`config.mk`:
```
export PLATFORM = sky130hd
export DESIGN_NAME = utf_stream_decoder
export DESIGN_NICKNAME = d
export VERILOG_FILES = /design/src/rtl/utfd_pkg.sv /design/src/rtl/utf_stream_decoder.sv
export VERILOG_INCLUDE_DIRS = /design/src /design/src/rtl
export SDC_FILE = /design/constraint.sdc
export NUM_CORES = 1
export LEC_CHECK = 0
export BUFFER_PORTS_ARGS = -buffer_cell sky130_fd_sc_hd__buf_2
export CORE_MARGIN = 4
export CORE_UTILIZATION = 39
export DETAILED_ROUTE_END_ITERATION = 6
export SETUP_SLACK_MARGIN = 0.1
export SLEW_MARGIN = 20
export SYNTH_ARGS = -nofsm -noshare
export SYNTH_HDL_FRONTEND = slang
export SYNTH_SLANG_ARGS = --single-unit
```
`constraint.sdc`:
```
create_clock -name clk -period 3.3 [get_ports clk]
set_input_delay 0.66 -clock clk [delete_from_list [all_inputs] [get_ports clk]]
set_output_delay 0.66 -clock clk [all_outputs]
set_load 0.05 [all_outputs]
```
`src/rtl/utf_stream_decoder_assert.svh`:
```
// assertion macros shared by the decoder rtl
`ifndef UTF_STREAM_DECODER_ASSERT_SVH
`define UTF_STREAM_DECODER_ASSERT_SVH

// same-cycle implication, sampled on clk, off during reset
`define UTFD_ASSERT_NOW(label, ante, cons, msg) \
    label: assert property (@(posedge clk) disable iff (!rst_n) (ante) |-> (cons)) \
        else $error(msg);

// next-cycle implication, sampled on clk, off during reset
`define UTFD_ASSERT_NEXT(label, ante, cons, msg) \
    label: assert property (@(posedge clk) disable iff (!rst_n) (ante) |=> (cons)) \
        else $error(msg);

`endif

```
`src/rtl/utfd_pkg.sv`:
```
package utfd_pkg;

    // format register codes
    localparam logic [2:0] FMT_UTF8    = 3'd0;
    localparam logic [2:0] FMT_UTF16BE = 3'd1;
    localparam logic [2:0] FMT_UTF16LE = 3'd2;
    localparam logic [2:0] FMT_UTF32BE = 3'd3;
    localparam logic [2:0] FMT_UTF32LE = 3'd4;

    typedef logic [2:0]  fmt_t;
    typedef logic [30:0] cp_t;

    // utf-8 lead byte minimum and overlong limits for the second byte
    localparam logic [7:0] LEAD_MIN    = 8'hC2;
    localparam logic [7:0] LEAD_E0_MIN = 8'hA0;
    localparam logic [7:0] LEAD_F0_MIN = 8'h90;
    localparam logic [7:0] LEAD_F8_MIN = 8'h88;
    localparam logic [7:0] LEAD_FC_MIN = 8'h84;

    // surrogate bounds, supplementary base and code point limit
    localparam logic [15:0] SURR_HIGH = 16'hD800;
    localparam logic [15:0] SURR_LOW  = 16'hDC00;
    localparam logic [15:0] SURR_END  = 16'hE000;
    localparam logic [20:0] SUPP_BASE = 21'h010000;
    localparam logic [23:0] CP_LIMIT  = 24'h110000;

endpackage

```
`src/rtl/utf_stream_decoder.sv`:
```
// Byte-serial Unicode decoder: takes one byte per cycle and returns one request per completed
// code point (UTF-8 incl. 5/6-byte forms, UTF-16 BE/LE, UTF-32 BE/LE, chosen by the format register).
// A registered result shows in the cycle after the byte that completes it; the per-byte update
// is a single pass of logic into the sequence state and the result register, so a new byte is
// taken every cycle. The one-entry result register holds a result while the output is stalled,
// and input is stalled only in cycles where that register is full and its consumer stalls.
// Malformed sequences give invalid = 1 with code_point = 0, and the decoder returns to idle.
// Writing the format register drops any partial sequence; write it only while the decoder is idle.
module utf_stream_decoder (
    input  logic                 clk,
    input  logic                 rst_n,
    input  logic                 cfg_wr_en,
    input  utfd_pkg::fmt_t       cfg_wr_data,
    input  logic                 in_valid,
    output logic                 in_stall,
    input  logic [7:0]           byte_in,
    output logic                 out_valid,
    input  logic                 out_stall,
    output utfd_pkg::cp_t        code_point,
    output logic                 invalid
);
    import utfd_pkg::*;

    fmt_t        fmt_reg;
    logic [30:0] acc_reg, acc_next;
    logic [2:0]  rem_reg, rem_next;
    logic [2:0]  pos_reg, pos_next;
    logic [7:0]  lead_reg, lead_next;
    logic        bad_reg, bad_next;
    logic [15:0] hs_reg, hs_next;

    logic        out_valid_reg;
    logic [30:0] cp_reg;
    logic        inv_reg;

    logic        in_fire;
    logic        emit;
    logic [30:0] emit_cp;
    logic        emit_bad;

    logic        bad8;
    logic [15:0] unit;
    logic [2:0]  pos32;
    logic        bad32;
    logic [20:0] pair_cp;

    assign in_stall   = out_valid_reg & out_stall;
    assign in_fire    = in_valid & ~in_stall;
    assign out_valid  = out_valid_reg;
    assign code_point = cp_reg;
    assign invalid    = inv_reg;

    always_comb
    begin
        acc_next  = acc_reg;
        rem_next  = rem_reg;
        pos_next  = pos_reg;
        lead_next = lead_reg;
        bad_next  = bad_reg;
        hs_next   = hs_reg;
        emit      = 1'b0;
        emit_cp   = '0;
        emit_bad  = 1'b0;

        // utf-8 continuation fault: an earlier fault, wrong marker bits or overlong second byte
        bad8 = bad_reg | (byte_in[7:6] != 2'b10) |
               ((pos_reg == 3'd1) &&
                ((lead_reg == 8'hE0 && byte_in < LEAD_E0_MIN) ||
                 (lead_reg == 8'hF0 && byte_in < LEAD_F0_MIN) ||
                 (lead_reg == 8'hF8 && byte_in < LEAD_F8_MIN) ||
                 (lead_reg == 8'hFC && byte_in < LEAD_FC_MIN)));

        unit = (fmt_reg == FMT_UTF16BE) ? {lead_reg, byte_in} : {byte_in, lead_reg};
        pair_cp = SUPP_BASE + {1'b0, hs_reg[9:0], unit[9:0]};

        pos32 = (rem_reg == 3'd0) ? 3'd0 : pos_reg;
        bad32 = 1'b0;

        unique case (fmt_reg) inside
            FMT_UTF8:
            begin
                if (rem_reg == 3'd0)
                begin
                    if (!byte_in[7])
                    begin
                        emit    = 1'b1;
                        emit_cp = {23'd0, byte_in};
                    end
                    else if (byte_in < LEAD_MIN || byte_in >= 8'hFE)
                    begin
                        emit     = 1'b1;
                        emit_bad = 1'b1;
                    end
                    else
                    begin
                        lead_next = byte_in;
                        bad_next  = 1'b0;
                        pos_next  = 3'd1;
                        if (byte_in < 8'hE0)
                        begin
                            rem_next = 3'd1;
                            acc_next = {26'd0, byte_in[4:0]};
                        end
                        else if (byte_in < 8'hF0)
                        begin
                            rem_next = 3'd2;
                            acc_next = {27'd0, byte_in[3:0]};
                        end
                        else if (byte_in < 8'hF8)
                        begin
                            rem_next = 3'd3;
                            acc_next = {28'd0, byte_in[2:0]};
                        end
                        else if (byte_in < 8'hFC)
                        begin
                            rem_next = 3'd4;
                            acc_next = {29'd0, byte_in[1:0]};
                        end
                        else
                        begin
                            rem_next = 3'd5;
                            acc_next = {30'd0, byte_in[0]};
                        end
                    end
                end
                else
                begin
                    acc_next = {acc_reg[24:0], byte_in[5:0]};
                    bad_next = bad8;
                    rem_next = rem_reg - 3'd1;
                    pos_next = pos_reg + 3'd1;
                    if (rem_reg == 3'd1)
                    begin
                        emit     = 1'b1;
                        emit_bad = bad8;
                        emit_cp  = {acc_reg[24:0], byte_in[5:0]};
                    end
                end
            end

            FMT_UTF16BE, FMT_UTF16LE:
            begin
                if (rem_reg == 3'd0 || pos_reg == 3'd2)
                begin
                    // first byte of a unit
                    lead_next = byte_in;
                    rem_next  = 3'd1;
                    if (rem_reg == 3'd0)
                    begin
                        hs_next  = '0;
                        pos_next = 3'd1;
                    end
                    else
                    begin
                        pos_next = 3'd3;
                    end
                end
                else if (pos_reg == 3'd1)
                begin
                    if (unit >= SURR_HIGH && unit < SURR_LOW)
                    begin
                        hs_next  = unit;
                        rem_next = 3'd2;
                        pos_next = 3'd2;
                    end
                    else if (unit >= SURR_LOW && unit < SURR_END)
                    begin
                        emit     = 1'b1;
                        emit_bad = 1'b1;
                    end
                    else
                    begin
                        emit    = 1'b1;
                        emit_cp = {15'd0, unit};
                    end
                end
                else
                begin
                    // second unit of a pair must be a low surrogate
                    emit = 1'b1;
                    if (unit >= SURR_LOW && unit < SURR_END)
                        emit_cp = {10'd0, pair_cp};
                    else
                        emit_bad = 1'b1;
                end
            end

            FMT_UTF32BE, FMT_UTF32LE:
            begin
                bad32 = bad_reg;
                if (fmt_reg == FMT_UTF32BE)
                begin
                    if (pos32 == 3'd0)
                    begin
                        acc_next = '0;
                        bad32    = (byte_in != 8'd0);
                    end
                    else
                    begin
                        acc_next = {7'd0, acc_reg[15:0], byte_in};
                    end
                end
                else
                begin
                    if (pos32 == 3'd0)
                    begin
                        acc_next = {23'd0, byte_in};
                        bad32    = 1'b0;
                    end
                    else if (pos32 == 3'd1)
                        acc_next = acc_reg | {15'd0, byte_in, 8'd0};
                    else if (pos32 == 3'd2)
                        acc_next = acc_reg | {7'd0, byte_in, 16'd0};
                    else if (byte_in != 8'd0)
                        bad32 = 1'b1;
                end
                bad_next = bad32;
                if (pos32 == 3'd3)
                begin
                    emit     = 1'b1;
                    emit_bad = bad32 || acc_next[23:0] >= CP_LIMIT ||
                               (acc_next[23:0] >= {8'd0, SURR_HIGH} &&
                                acc_next[23:0] < {8'd0, SURR_END});
                    emit_cp  = acc_next;
                end
                else
                begin
                    pos_next = pos32 + 3'd1;
                    rem_next = 3'd3 - pos32;
                end
            end

            default:
            begin
                emit     = 1'b1;
                emit_bad = 1'b1;
            end
        endcase

        if (emit)
        begin
            acc_next  = '0;
            rem_next  = '0;
            pos_next  = '0;
            lead_next = '0;
            bad_next  = 1'b0;
            hs_next   = '0;
            if (emit_bad)
                emit_cp = '0;
        end
    end

    always_ff @(posedge clk or negedge rst_n)
    begin
        if (!rst_n)
        begin
            fmt_reg  <= FMT_UTF8;
            acc_reg  <= '0;
            rem_reg  <= '0;
            pos_reg  <= '0;
            lead_reg <= '0;
            bad_reg  <= 1'b0;
            hs_reg   <= '0;
        end
        else if (cfg_wr_en)
        begin
            // format change drops the partial sequence
            fmt_reg  <= cfg_wr_data;
            acc_reg  <= '0;
            rem_reg  <= '0;
            pos_reg  <= '0;
            lead_reg <= '0;
            bad_reg  <= 1'b0;
            hs_reg   <= '0;
        end
        else if (in_fire)
        begin
            acc_reg  <= acc_next;
            rem_reg  <= rem_next;
            pos_reg  <= pos_next;
            lead_reg <= lead_next;
            bad_reg  <= bad_next;
            hs_reg   <= hs_next;
        end
    end

    always_ff @(posedge clk or negedge rst_n)
    begin
        if (!rst_n)
            out_valid_reg <= 1'b0;
        else if (in_fire && emit)
            out_valid_reg <= 1'b1;
        else if (!out_stall)
            out_valid_reg <= 1'b0;
    end

    always_ff @(posedge clk)
    begin
        if (in_fire && emit)
        begin
            cp_reg  <= emit_cp;
            inv_reg <= emit_bad;
        end
    end

    `include "utf_stream_decoder_assert.svh"

    `UTFD_ASSERT_NOW(a_invalid_zero, out_valid_reg && inv_reg, cp_reg == '0, "invalid result with nonzero code point")
    `UTFD_ASSERT_NOW(a_idle_pos_zero, rem_reg == 3'd0, pos_reg == 3'd0 && bad_reg == 1'b0, "idle decoder holds sequence position")
    `UTFD_ASSERT_NOW(a_rem_range, 1'b1, rem_reg != 3'd6 && rem_reg != 3'd7, "bytes remaining out of range")
    `UTFD_ASSERT_NEXT(a_out_drain, out_valid_reg && !out_stall && !(in_fire && emit), !out_valid_reg, "delivered result not retired")

endmodule

```
### Word level (Yosys, flattened, before mapping)

Index checks and enable logic that the tools add are counted.

| cells by class | value |
|---|---|
| div/mod/pow operators | 0 |
| $add $sub $neg | 5 |
| reduce and logical (&&, ||, !) cells | 33 |
| multipliers | 0 |
| eq/ne operators | 26 |
| $lt $le $gt $ge | 17 |
| multiplexer cells | 107 |
| bitwise operators | 7 |
| shift operators | 0 |

Operator list:

| cell | count |
|---|---|
| two-way mux 31 bit | 21 |
| case mux 31 bit (3 select lines) | 1 |
| two-way mux 10 bit | 8 |
| < comparator 8 bit, second input constant | 9 |
| two-way mux 3 bit | 22 |
| case mux 31 bit (2 select lines) | 1 |
| two-way mux 8 bit | 7 |
| two-way mux 16 bit | 3 |
| two-way mux 1 bit | 33 |
| equality test 8 bit, second input constant | 4 |
| greater-or-equal comparator 16 bit, second input constant | 2 |
| < comparator 16 bit, second input constant | 2 |
| OR 31 x 16 -> 31 bit | 1 |
| OR 31 x 24 -> 31 bit | 1 |
| greater-or-equal comparator 24 x 16 -> 1 bit, second input constant | 1 |
| greater-or-equal comparator 24 x 21 -> 1 bit, second input constant | 1 |
| < comparator 24 x 16 -> 1 bit, second input constant | 1 |
| two-way mux 24 bit | 1 |
| inequality test 4 bit, second input constant | 6 |
| adder 17 x 20 -> 21 bit, first input constant | 1 |
| two-way mux 21 bit | 1 |
| inequality test 5 bit, second input constant | 4 |
| case mux 3 bit (3 select lines) | 2 |
| case mux 8 bit (2 select lines) | 1 |
| other kinds (29) | 61 |

| storage, ports and cells | value |
|---|---|
| memories kept | 0 |
| ROM bits | 0 |
| output and inout port bits | 34 |
| latch bits | 0 |
| word-level logic and storage cells | 205 |
| bits in registers | 92 |
| RAM bits | 0 |

### Logic depth before layout (Yosys ltp)

| depth | value |
|---|---|
| depth after elaboration | 15 |
| gate-level depth with buffers | 13 |

### Worst setup path after synthesis

OpenSTA, ideal clock, no wires.

| timing path | value |
|---|---|
| path type | in2reg |
| start point | in byte_in[1] |
| end point | reg cp_reg[0] (netlist: code_point[0]), enable pin |
| setup time | 0.426 ns |
| cell stages on the path | 6 |
| setup slack | -0.416 ns |
| buffers on the path | 1 |
| arrival time | 3.290 ns |
| cell sequence | clkbuf_1 or4_1 nor2_1 nor3_1 o211ai_1 nor2b_1 |

| between the ends | value |
|---|---|
| longest elaborated chain between the ends | 8 |
| elaborated cells on any way between the ends | 15 |
| those cells by class | 4 x order compare; 8 x mux; 3 x reduce/logical |

Ends and longest elaborated chain:

| item | line | source |
|---|---|---|
| start: declaration | utf_stream_decoder.sv:16 | `input logic [7:0] byte_in,` |
| two-way mux 16 bit | utf_stream_decoder.sv:73 | `unit = (fmt_reg == FMT_UTF16BE) ? {lead_reg, byte_in} : {byte_in, lead_reg};` |
| greater-or-equal comparator 16 bit or < comparator 16 bit (tied branches) | utf_stream_decoder.sv:160 | `if (unit >= SURR_HIGH && unit < SURR_LOW)` |
| logical AND 1 bit | utf_stream_decoder.sv:160 |  |
| two-way mux 1 bit | utf_stream_decoder.sv:160 |  |
| two-way mux 1 bit | utf_stream_decoder.sv:158 | `else if (pos_reg == 3'd1)` |
| two-way mux 1 bit | utf_stream_decoder.sv:143 | `if (rem_reg == 3'd0 \|\| pos_reg == 3'd2)` |
| case mux 1 bit (3 select lines) (*) | utf_stream_decoder.sv:79 | `unique case (fmt_reg) inside` |
| logical AND 1 bit (*) | utf_stream_decoder.sv:299 | `if (in_fire && emit)` |
| end signal: assignment | utf_stream_decoder.sv:301 | `cp_reg <= emit_cp;` |
| end: declaration | utf_stream_decoder.sv:33 | `logic [30:0] cp_reg;` |

Mark *: on every way between the ends. The rest lies on a longest branch, timed or not.
A chain may end at the register's enable or synchronous reset.

### Worst setup path in the final report

| timing path | value |
|---|---|
| start point | reg rem_reg[0] |
| end point | reg cp_reg[10] (netlist: code_point[10]), data pin |

| between the ends | value |
|---|---|
| longest elaborated chain between the ends | 15 |
| elaborated cells on any way between the ends | 43 |
| those cells by class | 3 x order compare; 4 x eq/ne; 30 x mux; 6 x reduce/logical |

Ends and longest elaborated chain:

| item | line | source |
|---|---|---|
| start: declaration | utf_stream_decoder.sv:26 | `logic [2:0] rem_reg, rem_next;` |
| start signal: assignment | utf_stream_decoder.sv:279 | `rem_reg <= rem_next;` |
| zero test 3 bit | utf_stream_decoder.sv:76, utf_stream_decoder.sv:82, utf_stream_decoder.sv:143 |  |
| two-way mux 3 bit | utf_stream_decoder.sv:76 | `pos32 = (rem_reg == 3'd0) ? 3'd0 : pos_reg;` |
| equality test 3 x 2 -> 1 bit | utf_stream_decoder.sv:212 | `else if (pos32 == 3'd2)` |
| two-way mux 31 bit | utf_stream_decoder.sv:212 |  |
| two-way mux 31 bit | utf_stream_decoder.sv:210 | `else if (pos32 == 3'd1)` |
| two-way mux 31 bit | utf_stream_decoder.sv:205 | `if (pos32 == 3'd0)` |
| two-way mux 31 bit | utf_stream_decoder.sv:191 | `if (fmt_reg == FMT_UTF32BE)` |
| two-way mux 31 bit | utf_stream_decoder.sv:79 |  |
| greater-or-equal comparator 24 x 21 -> 1 bit (tied with other cells) | utf_stream_decoder.sv:221 | `emit_bad = bad32 \|\| acc_next[23:0] >= CP_LIMIT \|\|` |
| logical OR 1 bit or logical AND 1 bit (tied branches) | utf_stream_decoder.sv:221, utf_stream_decoder.sv:222 |  |
| logical OR 1 bit | utf_stream_decoder.sv:221 |  |
| two-way mux 1 bit | utf_stream_decoder.sv:218 | `if (pos32 == 3'd3)` |
| case mux 1 bit (3 select lines) | utf_stream_decoder.sv:79 |  |
| two-way mux 31 bit | utf_stream_decoder.sv:248 | `if (emit_bad)` |
| two-way mux 31 bit (*) | utf_stream_decoder.sv:240 | `if (emit)` |
| net emit_cp[10] | utf_stream_decoder.sv:38 | `logic [30:0] emit_cp;` |

Mark *: on every way through the listed nets, which the timed path passes. The rest lies on a longest branch. The select of a mux whose other input is x is not followed.

==> impl_metrics.ini <==
[layout]
final_layout_size_suffix_gt1_share_pct = 22.06
antenna_cells = 0
final_common_cell = nand2_1
final_cell_mix = nand2_1, nor2_1, dfrtp_1
num-nets-final = 698
syn2layout_area_growth_pct = 18.56

[synth]
synthArstFlopShare_pct = 65.22
ys.flop_type = dfrtp_1
synth_warnings = 0
syn_area_um2 = 5675
syn_inst = 615
syn_nets = 638
synth.distinct_cells = 68
syn_area_per_cell_um2 = 9.228
synth_seq_area_share_pct = 43.39
synth_edf_count = 32
ys_ff_latch = 92

[clock_tree]
cts_sinks = 92
clkTransAtPathRegs_ns = 0.07
clockBufferDepth = 2
insertion_delay_ns = 0.36
cts_max_level = 3
numCtsBuffers = 9
cts_tree = done
hold_buffers = 0
cts_root_buf = clkbuf_16

[worst_setup_path]
crit_path_cell_trace = inv_1, ha_1, nor2b_1, a21o_1, buf_4, a211oi_1, nor4bb_1, and4_1, a211o_1, buf_4, a21oi_1
criticalPathCategory = flip-flop to flip-flop
cp_top_family = compound AO/OA/AOI/OAI gates
cp_common_cell = buf_4
crit_slowest_cell = a211oi_1
slowest_delay_ns = 0.49
rr_startpoint = rem_reg[0]
startpoint = rem_reg[0]
end_kind = flip-flop
cp_max_fo = 16
cp.buffers_inverters = 3
worst_setup_path_start_kind = flip-flop
cp.arrival_ns = 3.30
required_ns = 3.51

[pwr]
power_density_nw_per_um2 = 547.4
p_leak_uw = 0.002752
irDropWorstVdd_mv = 0.2453
total_power_uw = 3684

[sta]
hold_viol = 0
period_needed_ns = 3.089
max_slew_margin_pct = 44.41
maxSlewViolCount = 0
setup_viol_count_final = 0
rsz0062_at_grt = yes
fin_worst_skew_ns = 0.006482
period_share_pct = 93.61
fin_ws_ns = 0.2110
tightest_slew_ns = 0.8275
fmax_mhz = 323.7
fin_tns_setup_ns = 0

[floorplanning]
die_area_um2 = 16550
die_h_um = 128.6
num_rows = 43
initial_core_util_pct = 40.42
coreArea_um2 = 14040
pin_count = 50
die_x_um = 128.6

[place]
pre_cts_slack_ns = 0.1331
io_buffer_count = 49
hpwl_mm = 13.56
gp_congestion = 0.9077

[status]
outcome = completed

[global_routing]
grt_overflow = 0
grt_start_max_net_pins = 39
grt_first_pass_wirelength_mm = 30.22
grt_pass1_vias = 5397
grtUsageTotal_pct = 23.56
antenna_found_initial = 0

[detailed_routing]
drtPass1Iterations = 7
route.detailed.drc = 0
wire_per_inst_um = 22.93
drtIter0Drc = 651
via_per_inst = 6.578
drt-total-wl_mm = 19.72
antenna_left = 0
vias = 5657

[run]
timing.max_cap.violations = 0

[min_path]
hold_path.class = input port to async pin
report_power, final:
part / total (µW) / switching (µW) / internal (µW) / leakage [µW]
sequential: 1360 / 80.5 / 1280 / 0.00113
combinational: 1220 / 850 / 371 / 0.00148
clock: 1100 / 487 / 614 / 0.000142
through the flow:
| step | cells | utilization, % | hold WS, ns | cell area, µm² |
|---|---|---|---|---|
| final | 860 | 47.92 | 0.3237 | 6729 |
| after global routing | 860 | 47.92 | 0.3867 | 6729 |
| after CTS | 858 | 47.63 | 0.3584 | 6689 |
| after detailed placement | 842 | 45.43 | 0.4873 | 6380 |
| after global placement | 842 | 45.43 | 0.4828 | 6380 |
| after floorplan | 615 | - | 0.3644 | 5678 |
Yosys cell counts, drive strengths merged, types with 13 or more instances:
cell type / count / area (µm²)
o21ai: 35 / 178.9
nor2: 68 / 257.8
a22o: 30 / 262.8
a21oi: 31 / 155.2
buf: 20 / 92.59
a211oi: 15 / 112.6
a31oi: 13 / 81.33
dfrtp: 60 / 1501
nand2: 67 / 251.5
edfxtp: 32 / 960.9
o31ai: 18 / 140.1
clkbuf: 32 / 120.1
worst reg2reg max path: stages (launching register included):
cell and delay (ns):
dfrtp_1 0.41, inv_1 0.09, ha_1 0.22, nor2b_1 0.17
a21o_1 0.24, buf_4 0.24, a211oi_1 0.49, nor4bb_1 0.12
and4_1 0.22, a211o_1 0.39, buf_4 0.23, a21oi_1 0.13
path summary, 6_finish.rpt:
| path | endpoint | slack (ns) | cells after the start |
|---|---|---|---|
| min reg2reg | acc_reg[26] | 0.51 | 1 |
| max reg2reg | code_point[10] | 0.21 | 11 |
| max in group asynchronous | acc_reg[14] | 2.05 | 2 |
| min | fmt_reg[0] | 0.32 | 1 |
| min in group clk | fmt_reg[2] | 0.50 | 3 |
| max | code_point[10] | 0.21 | 11 |
routing by layer:
metal	vias up	part of all wire, %	global-route usage (%)
met2	362	45	36.13
met5	-	0	0
met4	0	3.7	10.50
met3	54	9.6	5.396
met1	2759	41	31.92
li1	2482	-	-
timing repair:
item                                   4_1_cts  5_1_grt
setup endpoints to repair                    0       52
setup buffers                                0        1
endpoints found under the hold margin        0        0
resized for setup                            0        3
final cells by class:
type,instances,area [µm²]
fill,1354,7313
multi-input combinational,462,3013
sequential,92,2462
timing repair buffer,100,681.9
clock buffer,10,239.0
tap,180,225.2
clock inverter,6,70.07
inverter,10,37.54
cell families after synthesis:
kind of cell / after synthesis / synth area share [%]
AO/OA/AOI/OAI: 219 / 28.09
XOR/XNOR: 5 / 0.7717
adder cells (fa/ha/maj): 7 / 1.543
buffers and inverters: 62 / 4.409
flip-flops: 92 / 43.39
multiplexers: 18 / 3.439
AND/OR/NAND/NOR: 212 / 18.36
Power figures use the tool's default switching activity.
